### src/design/hex_record_lexer_assert.svh
// Assertion macros used by the hex record lexer RTL.
`ifndef HEX_RECORD_LEXER_ASSERT_SVH
`define HEX_RECORD_LEXER_ASSERT_SVH

// Same-cycle implication, checked out of reset.
`define HRL_ASSERT_IMP(label, clk, rst_n, ante, cons, msg) \
	label: assert property (@(posedge clk) disable iff (!rst_n) (ante) |-> (cons)) \
		else $error(msg);

// Next-cycle implication, checked out of reset.
`define HRL_ASSERT_NXT(label, clk, rst_n, ante, cons, msg) \
	label: assert property (@(posedge clk) disable iff (!rst_n) (ante) |=> (cons)) \
		else $error(msg);

`endif

### src/design/hrl_pkg.sv
// Types, character codes and helpers for the hex record lexer.
package hrl_pkg;

	typedef enum logic [2:0] {
		PH_COLON = 3'd0,
		PH_LEN   = 3'd1,
		PH_OFS   = 3'd2,
		PH_TYPE  = 3'd3,
		PH_DATA  = 3'd4,
		PH_SUM   = 3'd5
	} phase_t;

	typedef enum logic [2:0] {
		TK_MARK = 3'd0,
		TK_LEN  = 3'd1,
		TK_OFS  = 3'd2,
		TK_TYPE = 3'd3,
		TK_DATA = 3'd4,
		TK_SUM  = 3'd5
	} kind_t;

	localparam logic [7:0] CHAR_COLON = 8'h3A;
	localparam logic [7:0] CHAR_LF    = 8'h0A;
	localparam logic [7:0] CHAR_CR    = 8'h0D;
	localparam logic [7:0] CHAR_0     = 8'h30;
	localparam logic [7:0] CHAR_9     = 8'h39;
	localparam logic [7:0] CHAR_UA    = 8'h41;
	localparam logic [7:0] CHAR_UF    = 8'h46;
	localparam logic [7:0] CHAR_LA    = 8'h61;
	localparam logic [7:0] CHAR_LF_HEX = 8'h66;
	localparam logic [7:0] TYPE_EOF   = 8'h01;

	localparam int unsigned NIB_W   = 4;
	localparam int unsigned DIGIT_W = 9;

	// Decoded hex digit: bad set when the character is not a hex digit.
	typedef struct packed {
		logic             bad;
		logic [NIB_W-1:0] val;
	} nibble_t;

	function automatic nibble_t hex_nibble(input logic [7:0] c);
		nibble_t r;
		logic [7:0] d;
		r.bad = 1'b0;
		d = 8'h00;
		if (c >= CHAR_0 && c <= CHAR_9) begin
			d = c - CHAR_0;
		end else if (c >= CHAR_UA && c <= CHAR_UF) begin
			d = c - CHAR_UA + 8'd10;
		end else if (c >= CHAR_LA && c <= CHAR_LF_HEX) begin
			d = c - CHAR_LA + 8'd10;
		end else begin
			r.bad = 1'b1;
		end
		r.val = d[NIB_W-1:0];
		return r;
	endfunction

	// Replace the high (hi = 1) or low nibble of a byte.
	function automatic logic [7:0] put_byte_nibble(input logic [7:0] b,
			input logic [NIB_W-1:0] n, input logic hi);
		logic [7:0] r;
		r = hi ? {n, b[3:0]} : {b[7:4], n};
		return r;
	endfunction

	// Replace nibble pos (0 = lowest) of a 16-bit word.
	function automatic logic [15:0] put_word_nibble(input logic [15:0] w,
			input logic [NIB_W-1:0] n, input logic [1:0] pos);
		logic [15:0] r;
		r = w;
		case (pos)
			2'd0: r[3:0]   = n;
			2'd1: r[7:4]   = n;
			2'd2: r[11:8]  = n;
			2'd3: r[15:12] = n;
			default: r = w;
		endcase
		return r;
	endfunction

endpackage

### src/design/hex_record_lexer.sv
// Hex record lexer: splits a hex record text stream into tokens.
//
// Usage:
//  - Input stream s_axis: one ASCII character per transfer in tdata[7:0].
//  - Output stream m_axis: exactly one result transfer per input character.
//    tdata carries status, token_valid, token_value and end_of_file_seen;
//    tuser carries token_kind (mark, length, offset, type, data byte, sum).
//  - A colon opens a record; the byte count, load offset, record type, each
//    data byte and the checksum come out as tokens on the digit that ends
//    them. CR/LF pass silently; other non-hex characters report status 1
//    and leave the parser untouched. The checksum is not verified.
//  - The result of a character is registered and is on m_axis the cycle after
//    its transfer. One character per cycle while m_axis_tready is high, set by
//    the single output register; decode and field update are combinational.
//  - Stall: when m_axis_tready is low, the held result stays put and the
//    input side stops taking characters until the result is taken; the
//    input is accepted in the same cycle the held result drains.
//  - Reset (arst_n low): the parser returns to waiting for a colon, all
//    record fields clear and the output register empties.
`include "hex_record_lexer_assert.svh"

module hex_record_lexer (
	input  logic        clk,
	input  logic        arst_n,
	input  logic        s_axis_tvalid,
	output logic        s_axis_tready,
	input  logic [7:0]  s_axis_tdata,   // [7:0] character
	output logic        m_axis_tvalid,
	input  logic        m_axis_tready,
	output logic [23:0] m_axis_tdata,   // [0] status, [1] token_valid,
	                                    // [17:2] token_value,
	                                    // [18] end_of_file_seen, [23:19] zero
	output logic [2:0]  m_axis_tuser    // [2:0] token_kind
);

	// Parser state
	hrl_pkg::phase_t                 phase_q, phase_d;
	logic [hrl_pkg::DIGIT_W-1:0]     digits_q, digits_d;
	logic [7:0]                      len_q, len_d;
	logic [15:0]                     ofs_q, ofs_d;
	logic [7:0]                      type_q, type_d;
	logic [7:0]                      data_q, data_d;
	logic [7:0]                      sum_q, sum_d;
	logic                            eof_q, eof_d;

	// Result register
	logic                            out_valid_q;
	logic                            status_q, tok_valid_q, eof_out_q;
	logic [2:0]                      kind_q;
	logic [15:0]                     value_q;

	// Combinational result
	logic                            status_d, tok_valid_d;
	hrl_pkg::kind_t                  kind_d;
	logic [15:0]                     value_d;

	hrl_pkg::nibble_t                nib;
	logic                            is_colon, is_break, in_record;
	logic [hrl_pkg::DIGIT_W-1:0]     dl;
	logic [7:0]                      byte_new;
	logic [15:0]                     word_new;
	logic                            s_fire;

	assign s_axis_tready = !out_valid_q || m_axis_tready;
	assign s_fire        = s_axis_tvalid && s_axis_tready;

	assign nib       = hrl_pkg::hex_nibble(s_axis_tdata);
	assign is_colon  = (s_axis_tdata == hrl_pkg::CHAR_COLON);
	assign is_break  = (s_axis_tdata == hrl_pkg::CHAR_LF) ||
	                   (s_axis_tdata == hrl_pkg::CHAR_CR);
	assign in_record = (phase_q == hrl_pkg::PH_LEN)  || (phase_q == hrl_pkg::PH_OFS) ||
	                   (phase_q == hrl_pkg::PH_TYPE) || (phase_q == hrl_pkg::PH_DATA) ||
	                   (phase_q == hrl_pkg::PH_SUM);
	assign dl        = digits_q - {{(hrl_pkg::DIGIT_W-1){1'b0}}, 1'b1};

	// Next state and token for the character at the input
	always_comb begin
		phase_d     = phase_q;
		digits_d    = digits_q;
		len_d       = len_q;
		ofs_d       = ofs_q;
		type_d      = type_q;
		data_d      = data_q;
		sum_d       = sum_q;
		eof_d       = eof_q;
		status_d    = 1'b0;
		tok_valid_d = 1'b0;
		kind_d      = hrl_pkg::TK_MARK;
		value_d     = 16'h0000;
		byte_new    = 8'h00;
		word_new    = 16'h0000;
		if (is_break) begin
			// line breaks are skipped
		end else if (!is_colon && nib.bad) begin
			status_d = 1'b1;
		end else if (!in_record) begin
			if (is_colon) begin
				len_d       = 8'h00;
				ofs_d       = 16'h0000;
				type_d      = 8'h00;
				data_d      = 8'h00;
				sum_d       = 8'h00;
				eof_d       = 1'b0;
				tok_valid_d = 1'b1;
				kind_d      = hrl_pkg::TK_MARK;
				value_d     = {8'h00, hrl_pkg::CHAR_COLON};
				phase_d     = hrl_pkg::PH_LEN;
				digits_d    = hrl_pkg::DIGIT_W'(2);
			end
		end else if (nib.bad) begin
			// colon inside a record
			status_d = 1'b1;
		end else begin
			digits_d = dl;
			case (phase_q)
				hrl_pkg::PH_LEN: begin
					byte_new = hrl_pkg::put_byte_nibble(len_q, nib.val, dl[0]);
					len_d    = byte_new;
					if (dl == '0) begin
						tok_valid_d = 1'b1;
						kind_d      = hrl_pkg::TK_LEN;
						value_d     = {8'h00, byte_new};
						phase_d     = hrl_pkg::PH_OFS;
						digits_d    = hrl_pkg::DIGIT_W'(4);
					end
				end
				hrl_pkg::PH_OFS: begin
					word_new = hrl_pkg::put_word_nibble(ofs_q, nib.val, dl[1:0]);
					ofs_d    = word_new;
					if (dl == '0) begin
						tok_valid_d = 1'b1;
						kind_d      = hrl_pkg::TK_OFS;
						value_d     = word_new;
						phase_d     = hrl_pkg::PH_TYPE;
						digits_d    = hrl_pkg::DIGIT_W'(2);
					end
				end
				hrl_pkg::PH_TYPE: begin
					byte_new = hrl_pkg::put_byte_nibble(type_q, nib.val, dl[0]);
					type_d   = byte_new;
					if (dl == '0) begin
						tok_valid_d = 1'b1;
						kind_d      = hrl_pkg::TK_TYPE;
						value_d     = {8'h00, byte_new};
						if (byte_new == hrl_pkg::TYPE_EOF) begin
							eof_d = 1'b1;
						end
						data_d = 8'h00;
						if (len_q != 8'h00) begin
							phase_d  = hrl_pkg::PH_DATA;
							digits_d = {len_q, 1'b0};
						end else begin
							phase_d  = hrl_pkg::PH_SUM;
							digits_d = hrl_pkg::DIGIT_W'(2);
						end
					end
				end
				hrl_pkg::PH_DATA: begin
					byte_new = hrl_pkg::put_byte_nibble(data_q, nib.val, dl[0]);
					data_d   = byte_new;
					if (!dl[0]) begin
						tok_valid_d = 1'b1;
						kind_d      = hrl_pkg::TK_DATA;
						value_d     = {8'h00, byte_new};
						data_d      = 8'h00;
					end
					if (dl == '0) begin
						phase_d  = hrl_pkg::PH_SUM;
						digits_d = hrl_pkg::DIGIT_W'(2);
					end
				end
				default: begin
					// checksum phase
					byte_new = hrl_pkg::put_byte_nibble(sum_q, nib.val, dl[0]);
					sum_d    = byte_new;
					if (dl == '0) begin
						tok_valid_d = 1'b1;
						kind_d      = hrl_pkg::TK_SUM;
						value_d     = {8'h00, byte_new};
						phase_d     = hrl_pkg::PH_COLON;
					end
				end
			endcase
		end
	end

	// Parser state moves on each input transfer
	always_ff @(posedge clk or negedge arst_n) begin
		if (!arst_n) begin
			phase_q  <= hrl_pkg::PH_COLON;
			digits_q <= '0;
			len_q    <= 8'h00;
			ofs_q    <= 16'h0000;
			type_q   <= 8'h00;
			data_q   <= 8'h00;
			sum_q    <= 8'h00;
			eof_q    <= 1'b0;
		end else if (s_fire) begin
			phase_q  <= phase_d;
			digits_q <= digits_d;
			len_q    <= len_d;
			ofs_q    <= ofs_d;
			type_q   <= type_d;
			data_q   <= data_d;
			sum_q    <= sum_d;
			eof_q    <= eof_d;
		end
	end

	// Output register: loads on input transfer, drains on output transfer
	always_ff @(posedge clk or negedge arst_n) begin
		if (!arst_n) begin
			out_valid_q <= 1'b0;
		end else if (s_fire) begin
			out_valid_q <= 1'b1;
		end else if (m_axis_tready) begin
			out_valid_q <= 1'b0;
		end
	end

	always_ff @(posedge clk) begin
		if (s_fire) begin
			status_q    <= status_d;
			tok_valid_q <= tok_valid_d;
			kind_q      <= kind_d;
			value_q     <= value_d;
			eof_out_q   <= eof_d;
		end
	end

	assign m_axis_tvalid = out_valid_q;
	assign m_axis_tdata  = {5'b00000, eof_out_q, value_q, tok_valid_q, status_q};
	assign m_axis_tuser  = kind_q;

	// Checks
	`HRL_ASSERT_IMP(a_idle_token_zero, clk, arst_n,
		out_valid_q && !tok_valid_q, (kind_q == hrl_pkg::TK_MARK) && (value_q == 16'h0000),
		"token kind/value set without a token")
	`HRL_ASSERT_IMP(a_status_no_token, clk, arst_n,
		out_valid_q && status_q, !tok_valid_q,
		"invalid character produced a token")
	`HRL_ASSERT_NXT(a_colon_opens, clk, arst_n,
		s_fire && is_colon && (phase_q == hrl_pkg::PH_COLON),
		(phase_q == hrl_pkg::PH_LEN) && (digits_q == hrl_pkg::DIGIT_W'(2)) && tok_valid_q,
		"colon did not open a record")
	`HRL_ASSERT_IMP(a_record_has_digits, clk, arst_n,
		in_record, digits_q != '0,
		"record phase with no digits left")

endmodule

### config.mk
export PLATFORM = sky130hd
export DESIGN_NAME = hex_record_lexer
export DESIGN_NICKNAME = d
export VERILOG_FILES = /design/src/design/hrl_pkg.sv /design/src/design/hex_record_lexer.sv
export VERILOG_INCLUDE_DIRS = /design/src /design/src/design
export SDC_FILE = /design/constraint.sdc
export NUM_CORES = 1
export LEC_CHECK = 0
export BUFFER_PORTS_ARGS = -buffer_cell sky130_fd_sc_hd__buf_2
export CAP_MARGIN = 15
export CORE_ASPECT_RATIO = 0.9
export CORE_MARGIN = 10
export CORE_UTILIZATION = 56
export CTS_BUF_LIST = sky130_fd_sc_hd__clkbuf_8
export DETAILED_ROUTE_END_ITERATION = 12
export PLACE_DENSITY = 0.79
export SYNTH_ARGS = -nofsm -noshare
export SYNTH_HDL_FRONTEND = slang
export SYNTH_SLANG_ARGS = --single-unit
### constraint.sdc
create_clock -name clk -period 2.5 [get_ports clk]
set_input_delay 0.25 -clock clk [delete_from_list [all_inputs] [get_ports clk]]
set_output_delay 0.25 -clock clk [all_outputs]
set_load 0.01 [all_outputs]
==> results.md <==
- Outcome: complete, but fails checks
- Failing checks: negative setup slack
- Initial Util: 56.8%
- Layout cell share with drive strength beyond 1: 30.1%
- ANT cells: 0
- Worst-Skew Late Latency: 0.37 ns
- CTS root buf: clkbuf_8
- CP max FO: 8
- Starting DRC count in detailed routing: 449
- Max-Cap Viols: 0
- Hold/Removal Path Class: input pin to async pin
- CP Launch Type: flop
- R2R depth: 8
- Slowest cell on the critical path: or4b_4
- Bufs and invs on worst path: 2
- Num CTS Buffers: 9
- Crit path max-delay family: simple AND/OR/NAND/NOR gates
- Cell Pwr Density: 617 nW/um2
- Worst-Margin Slew: 1.04 ns
- Chip width: 115 um
- Final Instance Area: 5480 um2
- CP required: 2.77 ns
- #FFs+latches synth: 76
- Critical path cell sequence: inv_2 -> ha_4 -> or4b_4 -> or4_4 -> nor2_4 -> buf_6 -> o221ai_4 -> o31ai_2
- CP Capture Type: flop
- Clock sinks: 76
- Mean area per synthesized cell: 9.70 um2
- Seq pwr share: 42.3%
- Rows: 31
- # hold bufs at CTS: 0
- First-pass GRT wire length: 21.9 mm
- Seq/Total Area, Yosys: 44.3%
- RSZ-0062 raised after global routing: yes
- TritonRoute pass-1 iters: 5
- WHS: 0.0549 ns
- GPL Wtd Cong: 1.00
- Die height: 105 um
- Core Util, Final: 68.5%
- Prevailing post-synth register cell: dfrtp_1
- Cell Area, Synth: 4540 um2
- Vias in the first global route: 4090
- Final antenna-violating net count: 0
- Mapped Cells: 468
- Final period util: 102%
- Pin count of the biggest net entering global routing: 44
- Total wire length: 14.1 mm
- Static Leak: 2.18 nW
- Clock skew: 0.0103 ns
- Rel. slew slack: 30.5%
- Worst setup margin: -0.0454 ns
- Hpwl dp: 10.3 mm
- Worst-path clk slew: 0.09 ns
- Crit-path max cell delay: 0.47 ns
- DRC errors left: 0
- Area of the die: 12100 um2
- Switching pwr: 1.25 mW
- Crit path kind: flop to flop
- Synthesis Warnings: 0
- Comb pwr share: 30.6%
- Layout Nets: 557
- Post-layout minimum cycle time: 2.55 ns
- Buffers on Ports: 35
- Fmax: 0.393 GHz
- Core area: 7990 um2
- Final-layout fill cell count: 635
- Synth async-reset ratio: 71.1%
- Post-synth EDFFs: 22
- Cell count along the critical path: 8
- Max-slew violations: 0
- CTS tree: yes
- Antenna violations before repair: 0
- Gr ovfl total: 0
- Final std cells w/o fill: 640
- Vias per cell: 6.79
- Internal power: 2.12 mW
- Setup_tns: -0.240 ns
- Switching share of power: 37.1%
- VDD IR max: 511 uV
- CTS Buffer Depth: 2
- Worst Path Arrival: 2.82 ns
- Clk network pwr share: 27.1%
- Post-synthesis cell type count: 74
- Via Count: 4343
- Cell total after placement: 622
- Total track usage: 22.4%
- Final Hold Vio Count: 0
- Final setup vio count: 12
- DP Area: 5070 um2
- Htree depth: 3
- Area Overhead vs Synth: 20.7%
- Routed len/inst: 22.0 um
- Number of I/O pins: 41
==> cells in the mapped netlist, drive strengths merged, types with 3 or more instances <==
cell     number  area share, %
o2bb2ai       6            1.2
nand3b        4           0.66
or2           4           0.61
mux2i         5            1.1
o21ai        25            2.8
o211ai        4           0.66
and3          4           0.55
o22ai         6           0.83
a22oi        10            1.8
nor4          5           0.69
or3b          4           0.77
nor2b         3           0.41
nand2b        5           0.69
a31oi         5           0.69
a211oi        7            1.2
nand2        51            4.4
nand3        12            1.5
dfrtp        54             30
o31ai         8            1.3
a211o         3           0.58
ha            9            2.5
clkbuf       12           0.99
inv          13            1.1
xor2          4           0.77
a32o         23            5.1
a41oi         4           0.77
or3           3           0.52
buf          23            3.1
edfxtp       22             15
a21oi        28            3.1
nor2         46            4.0
xnor2         3           0.58
o221ai        4           0.91
o21a          3           0.50
nor3         10            1.3
o22a          5           0.96
or4           4           0.74
==> cells in the final DEF, fill, tap and decap left out, drive strengths merged, types with 5 or more instances in the layout <==
master   instances
a211oi           7
a21oi           28
a22oi           10
a31oi            5
a32o            23
buf             88
clkbuf           9
conb             5
dfrtp           54
edfxtp          22
ha               9
inv             17
mux2i            5
nand2           51
nand2b           5
nand3           12
nor2            46
nor3            10
nor4             5
o21ai           25
o22a             5
o22ai            6
o2bb2ai          6
o31ai            8
==> layout make-up <==
class / count / area, um2 / share of cell area [%]
Clock buffer: 9 / 124 / 2.26
Timing Repair Buffer: 88 / 613 / 11.2
Inverter: 13 / 48.8 / 0.891
Multi-Input combinational cell: 348 / 2490 / 45.5
Clock inverter: 7 / 63.8 / 1.17
Sequential cell: 76 / 2010 / 36.8
Tap cell: 99 / 124 / 2.26
==> power by group through the flow <==
stage | clock network (mW) | logic [mW] | registers [mW]
2_1_floorplan | 0 | 0.618 | 1.42
3_3_place_gp | 0 | 0.927 | 1.44
3_5_place_dp | 0 | 0.941 | 1.44
4_1_cts | 0.920 | 0.952 | 1.42
5_1_grt | 0.958 | 1.11 | 1.44
6_report | 0.915 | 1.03 | 1.43
==> metal layers <==
| metal | share of wire (%) | GRT usage [%] | vias to the layer above |
|---|---|---|---|
| met5 | 0 | 0 | - |
| met4 | 3.1 | 8.75 | 0 |
| met3 | 11 | 4.54 | 55 |
| met2 | 46 | 34.3 | 292 |
| met1 | 40 | 30.4 | 2086 |
| li1 | - | - | 1910 |
==> kinds of logic after synthesis <==
kind of cell	synth area share (%)
XOR/XNOR	1.35
multiplexers	1.60
AND/OR/NAND/NOR	18.6
adder cells (fa/ha/maj)	2.48
flip-flops	44.3
AO/OA/AOI/OAI	26.3
other	0.0826
buffers and inverters	5.21
==> timing repair <==
action	CTS	global route
cloned	0	0
pin swaps	1	21
setup buffers	0	2
gates resized for setup	3	38
setup endpoints to repair	4	29
==> worst register-to-register path, cell delays in order, from the launching register on <==
cell and delay, ns:
dfrtp_1 0.39, inv_2 0.08, ha_4 0.13, or4b_4 0.47
or4_4 0.47, nor2_4 0.29, buf_6 0.19, o221ai_4 0.20
o31ai_2 0.24
==> through the flow <==
stage	worst slack [ns]	total power, mW
finish	-0.0454	3.38
global route	-0.144	3.51
CTS	0.0105	3.29
detailed placement	-0.126	2.38
global placement	-0.0651	2.37
floorplan	0.0234	2.04
==> flip-flops by register name, indices dropped and copies added, names as in the netlist, 3 cells and up <==
| signal | flops |
|---|---|
| ofs_q | 12 |
| type_q | 8 |
| digits_q | 9 |
| phase_q | 3 |
| sum_q | 8 |
| value_q | 16 |
| data_q | 4 |
| len_q | 8 |
| m_axis_tuser | 3 |
==> worst paths after layout <==
path / to / from / slack (ns)
max reg2reg: data_q[5] / digits_q[1] / -0.05
max: data_q[5] / digits_q[1] / -0.05
min reg2reg: ofs_q[14] / ofs_q[14] / 0.50
max in group asynchronous: type_q[2] / arst_n / 1.71
min: data_q[6] / arst_n / 0.05
min in group clk: m_axis_tvalid / s_axis_tvalid / 0.09
No activity file was read; power rests on OpenSTA's default activity.
